`src/rtl/vwtl_pkg.sv`:
```
// ----------------------------------------------------------------------------
// Video wall tile layout: shared package
// Types, register indexes, reset values and divide-by-constant helpers.
// ----------------------------------------------------------------------------
package vwtl_pkg;

   localparam int STREAM_CAP = 16;
   localparam int LANES      = 4;
   localparam int PROD_W     = 21;
   localparam int QUOT_W     = 15;
   localparam int RCP_W      = 27;
   localparam int RCP_SHIFT  = 27;

   localparam logic [2:0] CSR_FRAME_WIDTH  = 3'd0;
   localparam logic [2:0] CSR_FRAME_HEIGHT = 3'd1;
   localparam logic [2:0] CSR_CUSTOM_MODE  = 3'd2;
   localparam logic [2:0] CSR_TILE_COUNT   = 3'd3;
   localparam logic [2:0] CSR_SPACING_H    = 3'd4;
   localparam logic [2:0] CSR_SPACING_V    = 3'd5;

   localparam logic [13:0] RESET_FRAME_WIDTH  = 14'd1920;
   localparam logic [13:0] RESET_FRAME_HEIGHT = 14'd1080;

   localparam logic CMD_LOAD    = 1'b0;
   localparam logic CMD_COMPOSE = 1'b1;

   typedef struct packed {
      logic [13:0] frame_width;
      logic [13:0] frame_height;
      logic        custom_mode;
      logic [4:0]  tile_count;
      logic [9:0]  spacing_h;
      logic [9:0]  spacing_v;
   } cfg_type;

   // bit layout of one tile table entry, left percent in the low bits
   typedef struct packed {
      logic [3:0] grid_col;
      logic [3:0] grid_row;
      logic [6:0] height_pct;
      logic [6:0] width_pct;
      logic [6:0] top_pct;
      logic [6:0] left_pct;
   } tile_type;

   typedef struct packed {
      logic       is_load;
      logic [4:0] stream_count;
      logic [3:0] tile_slot;
      tile_type   tile;
   } job_type;

   typedef enum logic [1:0] {
      DIV_PCT,
      DIV_2,
      DIV_3,
      DIV_4
   } div_code_type;

   function automatic logic [6:0] div_value(div_code_type code);
      logic [6:0] val;
      unique case (code)
         DIV_PCT: val = 7'd100;
         DIV_2:   val = 7'd2;
         DIV_3:   val = 7'd3;
         DIV_4:   val = 7'd4;
         default: val = 7'd100;
      endcase
      return val;
   endfunction

   // floor(2^27 / divisor); quotient comes out exact or one short
   function automatic logic [RCP_W-1:0] div_recip(div_code_type code);
      logic [RCP_W-1:0] val;
      unique case (code)
         DIV_PCT: val = RCP_W'((1 << RCP_SHIFT) / 100);
         DIV_2:   val = RCP_W'((1 << RCP_SHIFT) / 2);
         DIV_3:   val = RCP_W'((1 << RCP_SHIFT) / 3);
         DIV_4:   val = RCP_W'((1 << RCP_SHIFT) / 4);
         default: val = RCP_W'((1 << RCP_SHIFT) / 100);
      endcase
      return val;
   endfunction

   // grid rows for five or more streams, as a divisor
   function automatic div_code_type rows_code(logic [4:0] n);
      div_code_type code;
      if (n <= 5'd6) begin
         code = DIV_2;
      end else if (n <= 5'd12) begin
         code = DIV_3;
      end else begin
         code = DIV_4;
      end
      return code;
   endfunction

endpackage

```
`src/rtl/vwtl_front.sv`:
```
// ----------------------------------------------------------------------------
// Video wall tile layout: front end
// Accepts items, drops the ones that do nothing, queues the rest in order.
// ----------------------------------------------------------------------------
module vwtl_front #(
   parameter int MAX_STREAMS = 16,
   parameter int MAX_TILES   = 16
) (
   input  logic             clock,
   input  logic             reset,
   input  logic             req_valid,
   output logic             req_stall,
   input  logic             req_cmd,
   input  logic [4:0]       req_stream_count,
   input  logic [3:0]       req_tile_slot,
   input  logic [6:0]       req_left_pct,
   input  logic [6:0]       req_top_pct,
   input  logic [6:0]       req_width_pct,
   input  logic [6:0]       req_height_pct,
   input  logic [3:0]       req_grid_row,
   input  logic [3:0]       req_grid_col,
   output logic             job_valid,
   output vwtl_pkg::job_type job_head,
   input  logic             job_pop
);
   import vwtl_pkg::*;

   localparam int NMAX = (MAX_STREAMS < STREAM_CAP) ? MAX_STREAMS : STREAM_CAP;

   job_type    entry_ff [0:1];
   logic       wr_ptr_ff, wr_ptr_in;
   logic       rd_ptr_ff, rd_ptr_in;
   logic [1:0] count_ff, count_in;

   logic       accept;
   logic       push;
   logic [4:0] n_sat;
   logic       slot_ok;
   job_type    job_new;

   assign req_stall = (count_ff == 2'd2);
   assign accept    = req_valid && !req_stall;

   assign n_sat   = (req_stream_count > 5'(NMAX)) ? 5'(NMAX) : req_stream_count;
   assign slot_ok = ({28'd0, req_tile_slot} < 32'(MAX_TILES));

   always_comb begin
      job_new.is_load         = (req_cmd == CMD_LOAD);
      job_new.stream_count    = n_sat;
      job_new.tile_slot       = req_tile_slot;
      job_new.tile.left_pct   = req_left_pct;
      job_new.tile.top_pct    = req_top_pct;
      job_new.tile.width_pct  = req_width_pct;
      job_new.tile.height_pct = req_height_pct;
      job_new.tile.grid_row   = req_grid_row;
      job_new.tile.grid_col   = req_grid_col;
   end

   // drop loads to missing slots and empty compose requests
   assign push = accept && (job_new.is_load ? slot_ok : (n_sat != 5'd0));

   always_comb begin
      wr_ptr_in = push ? !wr_ptr_ff : wr_ptr_ff;
      rd_ptr_in = job_pop ? !rd_ptr_ff : rd_ptr_ff;
      count_in  = count_ff + {1'b0, push} - {1'b0, job_pop};
   end

   always_ff @(posedge clock) begin
      if (reset) begin
         wr_ptr_ff <= 1'b0;
         rd_ptr_ff <= 1'b0;
         count_ff  <= 2'd0;
      end else begin
         wr_ptr_ff <= wr_ptr_in;
         rd_ptr_ff <= rd_ptr_in;
         count_ff  <= count_in;
      end
      if (push) begin
         entry_ff[wr_ptr_ff] <= job_new;
      end
   end

   assign job_valid = (count_ff != 2'd0);
   assign job_head  = entry_ff[rd_ptr_ff];

endmodule

```
`config.mk`:
```
export PLATFORM = sky130hd
export DESIGN_NAME = vwtl_front
export DESIGN_NICKNAME = d
export VERILOG_FILES = /design/src/rtl/vwtl_pkg.sv /design/src/rtl/vwtl_front.sv
export SDC_FILE = /design/constraint.sdc
export NUM_CORES = 1
export LEC_CHECK = 0
export BUFFER_PORTS_ARGS = -buffer_cell sky130_fd_sc_hd__buf_4
export CORE_AREA = 4 4 90 92
export CTS_BUF_LIST = sky130_fd_sc_hd__clkbuf_4 sky130_fd_sc_hd__clkbuf_8 sky130_fd_sc_hd__clkbuf_16
export CTS_CLUSTER_SIZE = 25
export DETAILED_ROUTE_END_ITERATION = 10
export DIE_AREA = 0 0 94 96
export PLACE_DENSITY_LB_ADDON = 0.25
export SETUP_SLACK_MARGIN = 0.5
export SYNTH_ARGS = -nofsm -noshare
export SYNTH_HDL_FRONTEND = slang
export SYNTH_SLANG_ARGS = --single-unit
```
`constraint.sdc`:
```
create_clock -name clock -period 3.6 [get_ports clock]
set_clock_uncertainty 0.05 [all_clocks]
set_input_delay 0.36 -clock clock [delete_from_list [all_inputs] [get_ports clock]]
set_output_delay 0.36 -clock clock [all_outputs]
set_load 0.01 [all_outputs]
```
==> flow_summary.json, run 1 <==
{
  "synth_area_leaders": "edfxtp_1, mux2_2, dfxtp_1",
  "min_period_ns": 2.39,
  "yosysTopAreaCellShare_pct": 77.0,
  "crit-reg2reg-launch": "count_ff[0]",
  "dieArea_mm2": 0.00902,
  "synth_ff_type": "edfxtp_1",
  "crit_chain": "mux2_2 > buf_4",
  "p_per_area_mw_per_mm2": 545,
  "synth_area_mm2": 0.00359,
  "finalHoldViolCount": 0,
  "status": "completed",
  "dr.pass1.iters": 4,
  "cts-resized-gates": 0,
  "drive_gt1_share_pct": 57.7,
  "rsz0062_at_grt": "no",
  "grt_use_total_pct": 13.9,
  "htree_levels": 3,
  "worstSkewPairLatency_ns": 0.33,
  "crit_arrival_ns": 1.98,
  "dr.first_iter.drc_count": 63,
  "start_util_pct": 49.7,
  "wirelength_mm": 6.08,
  "die_w_um": 94,
  "stdcell_count": 383,
  "synth_nets": 228,
  "ys_seq_area_share_pct": 79.8,
  "cts_setup_buffers": 0,
  "gp_congestion": 0.709,
  "timing.final.crit_share_pct": 66.3,
  "antenna_found_initial": 0,
  "worst_hold_slack_ns": 0.144,
  "leakage_nw": 1.74,
  "diodes": 0,
  "clockBufferDepth": 2,
  "critical-path-max-stage-delay_ns": 1.05,
  "drv_slew": 0,
  "slew_headroom_pct": 27.7,
  "layout_commonest_cell": "buf_4",
  "most-common-layout-cells": "buf_4, edfxtp_1, mux2_2, clkbuf_8, nor2b_1",
  "synth_cell_types": 18,
  "yosysTopAreaCell": "edfxtp_1",
  "cts_buffers": 9,
  "drtAntennaViolNets": 0,
  "final_nets": 331,
  "worst-path-max-fanout": 46,
  "tns_ns": 0,
  "slowest_stage": "dfxtp_2",
  "rows": 31,
  "grt_pass1_wl_mm": 9.24,
  "final_core_util_pct": 64.1,
  "grt_max_degree": 47,
  "hpwl_mm": 4.14,
  "worstSetupEndpointType": "output pin",
  "criticalPathCategory": "flip-flop to output pin",
  "setup_viol": 0,
  "post-route-drc-count": 0,
  "clkTransAtPathRegs_ns": 0.09,
  "min_from": "req_width_pct[4]",
  "start_kind": "flip-flop",
  "io_buffers": 97,
  "placed_area_mm2": 0.00443,
  "max_clock_freq_mhz": 419,
  "drv_cap": 0,
  "crit_buf_inv": 1,
  "ys_seq_elements": 97,
  "gr-total-overflow": 0,
  "syn_inst": 176,
  "cts.sink_count": 97,
  "synth_edf_count": 92,
  "dp.cells": 367,
  "hold_buffers": 0,
  "die_h_um": 96,
  "core_mm2": 0.00721,
  "worstPathRequired_ns": 3.19,
  "design_area_mm2": 0.00462,
  "ir_drop_mv": 0.285,
  "yosys_warnings": 0,
  "pin_count": 98,
  "worst_slew_pin_slew_ns": 1.08,
  "synthArstFlopShare_pct": 0,
  "cts_root_buffer": "clkbuf_8",
  "hold_class": "primary input to flip-flop",
  "cpLargestDelayFamily": "flip-flops",
  "cts_tree": "yes",
  "syn_avg_cell_area_um2": 20.4,
  "vias_per_cell": 4.83,
  "via_count": 1850,
  "wl_per_cell_um": 15.9,
  "grt_pass1_vias": 1937,
  "syn_to_final_growth_pct": 28.9
}
cell usage after synthesis (2+ instances only):
library cell  count
dfxtp_1           5
edfxtp_1         92
nor2_1            5
buf_2             4
and2_1            2
ha_1              2
mux2_2           46
clkbuf_1          2
nor2b_1           6
inv_1             4
sequential cells by signal, indices dropped and copies added, names as in the netlist, named ones only:
| signal | flops |
|---|---|
| count_ff | 2 |
| entry_ff | 92 |
| rd_ptr_ff | 1 |
| wr_ptr_ff | 1 |
worst paths after layout:
kind / slack [ns] / endpoint / depth (start not counted)
max: 1.21 / job_head[9] / 2
min reg2reg: 0.49 / count_ff[1] / 2
max reg2reg: 1.44 / entry_ff[0][40] / 5
min: 0.14 / entry_ff[0][18] / 1
layer usage:
layer	share of wire [%]	up-vias	GRT usage (%)	routed length (um)
li1	-	878	-	-
met1	41	910	17.0	2490
met2	53	56	23.4	3190
met3	5.3	6	2.81	325
met4	1.1	0	6.86	65
met5	0	-	0	0
logic make-up (layout without fill, tap and decap cells):
family,count (synthesis),after routing,synth area share [%]
flops,97,97,79.8
mux,47,47,14.9
simple gates,17,17,2.69
buf+inv,10,118,1.19
fa+ha+maj,2,2,0.697
xor+xnor,2,2,0.488
compound gates,1,1,0.279
worst reg2reg max path, delay by kind of cell (launching register included):
kind                   cells  cell delay (ns)
AND/OR/NAND/NOR            2             0.62
flip-flops                 1             0.36
AO/OA/AOI/OAI              1             0.23
buffers and inverters      2             0.56
per-stage QoR:
stage / setup WS [ns] / power, mW
finish: 1.21 / 2.52
global route: 1.05 / 2.63
global placement: 1.22 / 1.88
detailed placement: 1.17 / 1.89
CTS: 1.12 / 2.55
floorplan: 1.18 / 1.66
final cells by class:
class                      instances  area (um2)
tap                               99         124
inverter                           4        15.0
sequential                        97        2860
clock inverter                     7        71.3
multi-input combinational         69         691
fill                             540        2590
clock buffer                       9         124
timing repair buffer              98         736
where the power goes:
part           total, mW  internal (mW)  switching, mW
clock network      0.671          0.320          0.351
registers           1.42           1.37         0.0466
logic              0.429          0.232          0.197
total               2.52           1.93          0.595
Note: power is estimated with default switching activity, not from simulation.
==> run 2, diff against run 1 <==
- CORE_AREA: 4 4 90 92 -> 4 4 94 96
- DIE_AREA: 0 0 94 96 -> 0 0 98 100
- clock period: 3.6 -> 2.1 ns (I/O delays scaled with it)
==> run 2 against run 1 <==
Clock power increased by 73%. Final cell count increased by 20%. Combinational power increased to 3.1 times the previous value. Die area increased by 8.6%. Worst hold slack got worse by 0.090 ns. Highest routed layer unchanged.
==> flow_summary.json, run 2 (synthesis gave the netlist of run 1 again) <==
{
  "design_area_mm2": 0.00588,
  "slew_headroom_pct": 78.3,
  "final_nets": 401,
  "grt_max_degree": 28,
  "timing.final.crit_share_pct": 85.0,
  "fillCellCount": 498,
  "grt_pass1_vias": 2347,
  "die_h_um": 100,
  "ir_drop_mv": 0.426,
  "start_util_pct": 44.6,
  "pin_count": 98,
  "gp_congestion": 0.681,
  "critical-path-max-stage-delay_ns": 0.52,
  "start_kind": "primary input",
  "worstPathRequired_ns": 2.32,
  "slowest_stage": "or4b_4",
  "grt_use_total_pct": 16.7,
  "cts_tree": "yes",
  "placed_area_mm2": 0.00454,
  "status": "completed",
  "hpwl_mm": 4.28,
  "dp.cells": 377,
  "dr.pass1.iters": 4,
  "io_buffers": 97,
  "finalPower_mw": 4.93,
  "setup_viol": 0,
  "tns_ns": 0,
  "cts_buffers": 9,
  "cts.sink_count": 97,
  "layout_commonest_cell": "edfxtp_1",
  "grt_pass1_wl_mm": 12.2,
  "drv_slew": 0,
  "clockBufferDepth": 2,
  "reg2reg_to": "count_ff[1]",
  "crit_cells": 10,
  "ff2ff_path_depth": 9,
  "gr-total-overflow": 0,
  "drv_cap": 0,
  "core_mm2": 0.00805,
  "most-common-layout-cells": "edfxtp_1, buf_4, buf_6, dlygate4sd3_1, mux2_4",
  "wirelength_mm": 8.56,
  "path_common_cell": "ha_4",
  "cpLargestDelayFamily": "simple AND/OR/NAND/NOR gates",
  "criticalPathCategory": "primary input to flip-flop",
  "stdcell_count": 459,
  "pre_cts_slack_ns": -0.0298,
  "dr.first_iter.drc_count": 44,
  "die_w_um": 98,
  "dieArea_mm2": 0.00980,
  "rrSetupSlack_ns": 0.38,
  "htree_levels": 3,
  "crit-reg2reg-launch": "count_ff[1]",
  "crit_chain": "buf_6 > or4b_4 > o311a_4 > inv_4 > ha_4 > inv_2 > ha_4 > xor2_2 > nor2_1 > nor3_2",
  "hold_class": "primary input to flip-flop",
  "clkTransAtPathRegs_ns": 0.08,
  "worst_hold_slack_ns": 0.0533,
  "syn_to_final_growth_pct": 63.8,
  "drtAntennaViolNets": 0,
  "worst_slew_pin_slew_ns": 0.325,
  "rows": 33,
  "regMostFlops": "entry_ff",
  "min_period_ns": 1.78,
  "p_per_area_mw_per_mm2": 838,
  "combPwrFrac_pct": 27.2,
  "reg.largest.list": "entry_ff: 92 flops, count_ff: 2 flops",
  "worstSkewPairLatency_ns": 0.34,
  "diodes": 0,
  "crit_buf_inv": 3,
  "seqPwrFrac_pct": 49.2,
  "power_switching_share_pct": 24.1,
  "rsz0062_at_grt": "yes",
  "worst_slack_ns": 0.315,
  "clockPowerShare_pct": 23.6,
  "power_switching_mw": 1.19,
  "wl_per_cell_um": 18.7,
  "p_int_mw": 3.74,
  "max_clock_freq_mhz": 560,
  "worstSetupEndpointType": "flip-flop",
  "cts_root_buffer": "clkbuf_8",
  "finalHoldViolCount": 0,
  "largest_reg_flops": 92,
  "endpoint": "count_ff[1]",
  "final_core_util_pct": 73.0,
  "via_count": 2201,
  "antenna_found_initial": 0,
  "crit_arrival_ns": 2.01,
  "leakage_nw": 2.34,
  "worst-path-max-fanout": 2,
  "drive_gt1_share_pct": 57.3,
  "vias_per_cell": 4.80,
  "post-route-drc-count": 0,
  "cp-startpoint": "req_stream_count[0]"
}
run 2: cell count changes in the layout (fill, tap and decap cells not counted), sizes merged:
cell         delta
dlygate4sd3    +41
and2            +3
clkbuf          +6
clkinvlp        -1
buf            +21
run 2: area by class of cell:
cell class	instances	area [um2]	share of cell area, %
Inverter	4	17.5	0.298
Sequential cell	97	2870	48.8
Timing Repair Buffer	165	1750	29.8
Clock buffer	10	131	2.24
Multi-Input combinational cell	72	916	15.6
Clock inverter	6	58.8	1.00
Tap cell	105	131	2.24
run 2: worst min path at each step:
stage / start / end / depth (start not counted)
6_report: req_stream_count[4] / entry_ff[0][44] / 1
5_1_grt: req_stream_count[4] / entry_ff[1][44] / 1
4_1_cts: req_stream_count[4] / entry_ff[0][44] / 1
3_5_place_dp: req_left_pct[6] / entry_ff[0][6] / 1
3_3_place_gp: req_left_pct[6] / entry_ff[0][6] / 1
2_1_floorplan: reset / count_ff[0] / 1
run 2: worst register-to-register path, cell delays in order (launching register included):
cell and delay [ns]:
dfxtp_1 0.37, nand2b_4 0.10, o311a_4 0.21, inv_4 0.04, ha_4 0.25, inv_2 0.03
ha_4 0.15, xor2_2 0.18, and2_4 0.16, nor3_2 0.10
run 2: timing repair:
item	4_1_cts	5_1_grt
buffers inserted	8	3
hold buffers	41	0
resized for setup	39	54
hold endpoints to repair	81	0
setup endpoints to repair	135	108
pin swaps	2	0
cloned	7	7
run 2: power groups by stage:
stage               Combinational [mW]  Sequential, mW  Clock (mW)
finish                            1.34            2.42        1.16
global route                      1.42            2.44        1.28
CTS                               1.11            2.42        1.18
detailed placement               0.847            2.46           0
global placement                 0.835            2.45           0
floorplan                        0.429            2.44           0
run 2: layer usage:
metal  GRT usage (%)  wire length, um
met3            4.17              389
met1            18.3             3330
met5               0                0
met4            6.82              219
met2            30.8             4630
==> run 3, diff against run 2 <==
- ABC_AREA: unset -> 1
- CORE_AREA: 4 4 94 96 -> 4 4 93 95
- DIE_AREA: 0 0 98 100 -> 0 0 97 99
- clock period: 2.1 -> 1.7 ns (I/O delays scaled with it)
==> run 3 against run 2 <==
Sequential share of layout area down 3.6 points. Critical endpoint is now entry_ff[0][44]. Sequential power up 23%. Synthesized cell count increased by 6.3%. Flip-flop and latch count unchanged. Area after synthesis is 6.2% higher. Setup slack got worse by 0.28 ns.
==> flow_summary.json, run 3 <==
{
  "worstSkewPairLatency_ns": 0.35,
  "synth_cell_types": 16,
  "dr.pass1.iters": 4,
  "gr-total-overflow": 0,
  "ir_drop_mv": 0.611,
  "rrSetupSlack_ns": 0.03,
  "start_util_pct": 49.3,
  "most-common-layout-cells": "edfxtp_1, buf_6, buf_4, mux2_4, dlygate4sd3_1",
  "diodes": 0,
  "pin_count": 98,
  "p_int_mw": 5.00,
  "grt_pass1_wl_mm": 12.7,
  "setup_viol": 0,
  "rsz0062_at_grt": "yes",
  "post-route-drc-count": 0,
  "power_switching_mw": 1.55,
  "hold_class": "primary input to flip-flop",
  "max_clock_freq_mhz": 599,
  "yosys_warnings": 0,
  "htree_levels": 3,
  "hold_depth": 2,
  "reg.largest.list": "entry_ff: 92 flops, count_ff: 2 flops",
  "status": "completed",
  "synth_edf_count": 92,
  "antenna_found_initial": 0,
  "p_per_area_mw_per_mm2": 1030,
  "regMostFlops": "entry_ff",
  "slowest_stage": "dfxtp_2",
  "syn_avg_cell_area_um2": 20.4,
  "syn_inst": 187,
  "synth_ff_type": "edfxtp_1",
  "ys_top_cells_by_count": "edfxtp_1, mux2_4, nor2_1, inv_1, mux2_2",
  "timing.final.crit_share_pct": 98.1,
  "synth_area_mm2": 0.00381,
  "clockPowerShare_pct": 24.8,
  "crit_arrival_ns": 1.69,
  "gp_congestion": 0.751,
  "min_period_ns": 1.67,
  "worst-path-max-fanout": 6,
  "wirelength_mm": 8.59,
  "rows": 32,
  "synth_nets": 239,
  "largest_reg_flops": 92,
  "slew_headroom_pct": 83.3,
  "ff2ff_path_depth": 10,
  "clkTransAtPathRegs_ns": 0.09,
  "io_buffers": 97,
  "cts.sink_count": 97,
  "worstPathRequired_ns": 1.72,
  "cts_buffers": 9,
  "grt_pass1_vias": 2403,
  "yosysMostFrequentCell": "edfxtp_1",
  "ys_seq_elements": 97,
  "cts_root_buffer": "clkbuf_8",
  "wl_per_cell_um": 17.8,
  "seqPwrFrac_pct": 45.4,
  "ys_seq_area_share_pct": 75.1,
  "layout_commonest_cell": "edfxtp_1",
  "finalHoldViolCount": 0,
  "drtAntennaViolNets": 0,
  "leakage_nw": 2.56,
  "drive_gt1_share_pct": 57.4,
  "grt_use_total_pct": 17.5,
  "worstSetupEndpointType": "flip-flop",
  "drv_slew": 0,
  "tns_ns": 0,
  "via_count": 2297,
  "die_h_um": 99,
  "vias_per_cell": 4.77,
  "cts_tree": "yes",
  "drv_cap": 0,
  "core_mm2": 0.00773,
  "power_switching_share_pct": 23.6,
  "final_nets": 427,
  "die_w_um": 97,
  "crit_chain": "inv_2 > nor2_4 > nor2_4 > nand2_2 > buf_6 > nor2_4 > buf_6 > buf_6 > buf_12 > buf_16",
  "synth_area_leaders": "edfxtp_1, mux2_4, dfxtp_1",
  "criticalPathCategory": "flip-flop to flip-flop",
  "grt_max_degree": 19,
  "min_from": "req_cmd",
  "worst_slew_pin_slew_ns": 0.249,
  "min_to": "entry_ff[0][45]",
  "finalPower_mw": 6.55,
  "combPwrFrac_pct": 29.8,
  "start_kind": "flip-flop",
  "clockBufferDepth": 2,
  "syn_to_final_growth_pct": 66.5,
  "dr.first_iter.drc_count": 49,
  "yosysTopAreaCell": "edfxtp_1",
  "synthArstFlopShare_pct": 0,
  "dieArea_mm2": 0.00960,
  "crit-reg2reg-launch": "count_ff[1]",
  "reg2reg_to": "entry_ff[0][44]",
  "yosysTopAreaCellShare_pct": 72.5,
  "critical-path-max-stage-delay_ns": 0.35,
  "hpwl_mm": 4.21
}
[run 3: cell types whose count changed after synthesis, moves of 5 or more]
cell	delta
nand2_1	+5
nor2b_1	-6
nor2_1	+9
mux2_4	+39
mux2_2	-40
inv_1	+5
[run 3: what timing repair did]
item / in CTS / in global routing
hold buffers: 42 / 0
buffers inserted: 18 / 6
hold endpoints to repair: 85 / 0
gates resized for setup: 95 / 3
pin swaps: 8 / 7
cloned: 13 / 2
setup endpoints to repair: 142 / 142
[run 3: worst max-delay path by stage]
stage	slack, ns	cells past startpoint	end	startpoint
2_1_floorplan	-0.08	5	entry_ff[0][0]	count_ff[1]
3_3_place_gp	0.12	12	count_ff[1]	req_cmd
3_5_place_dp	0.02	12	count_ff[1]	req_cmd
4_1_cts	0.02	3	job_head[4]	flip-flop
5_1_grt	-0.04	10	entry_ff[0][40]	count_ff[1]
6_report	0.03	10	entry_ff[0][44]	count_ff[1]
[run 3: per-stage QoR]
step / setup WS, ns / hold WS [ns] / std cells / area [um2] / util (%)
finish: 0.0315 / 0.0561 / 482 / 6340 / 82.1
global route: -0.0390 / 0.0557 / 482 / 6340 / 82.1
CTS: 0.0242 / 0.0360 / 474 / 6210 / 80.4
detailed placement: 0.0227 / 0.308 / 385 / 4680 / 60.6
global placement: 0.122 / 0.305 / 385 / 4680 / 60.6
floorplan: -0.0790 / 0.184 / 187 / 3840 / -
[run 3: logic make-up (layout without fill, tap and decap cells)]
kind of cell | after synthesis | after routing | share of synthesized area, %
AO/OA/AOI/OAI | 3 | 3 | 0.525
XOR/XNOR | 2 | 2 | 0.460
adder cells (fa/ha/maj) | 2 | 2 | 0.657
buffers and inverters | 15 | 208 | 3.38
flip-flops | 97 | 97 | 75.1
multiplexers | 46 | 46 | 17.5
AND/OR/NAND/NOR | 22 | 22 | 2.30
[run 3: area by class of cell]
type / instances / area (um2)
Timing Repair Buffer: 183 / 2170
Clock inverter: 5 / 80.1
Tap cell: 102 / 128
Sequential cell: 97 / 2870
Clock buffer: 11 / 139
Fill cell: 397 / 1390
Multi-Input combinational cell: 75 / 913
Inverter: 9 / 37.5
[run 3: worst max-delay path, delay by kind of cell, from the launching register on]
family                 cells  cell delay, ns
flip-flops                 1            0.35
AND/OR/NAND/NOR            4            0.32
buffers and inverters      6            0.66
[run 3: metal layers]
metal  vias to the layer above  wire, um  track usage [%]
met5                         -         0                0
met4                         0       104             6.16
met3                         9       404             3.82
met2                        75      4630             31.7
met1                      1129      3450             20.6
li1                       1084         -                -
[run 3: power groups by stage]
| stage | combinational [mW] | clock (mW) | sequential [mW] |
|---|---|---|---|
| 2_1_floorplan | 0.629 | 0 | 2.99 |
| 3_3_place_gp | 1.07 | 0 | 3.00 |
| 3_5_place_dp | 1.08 | 0 | 3.01 |
| 4_1_cts | 1.87 | 1.64 | 2.96 |
| 5_1_grt | 2.05 | 1.75 | 2.99 |
| 6_report | 1.95 | 1.62 | 2.97 |
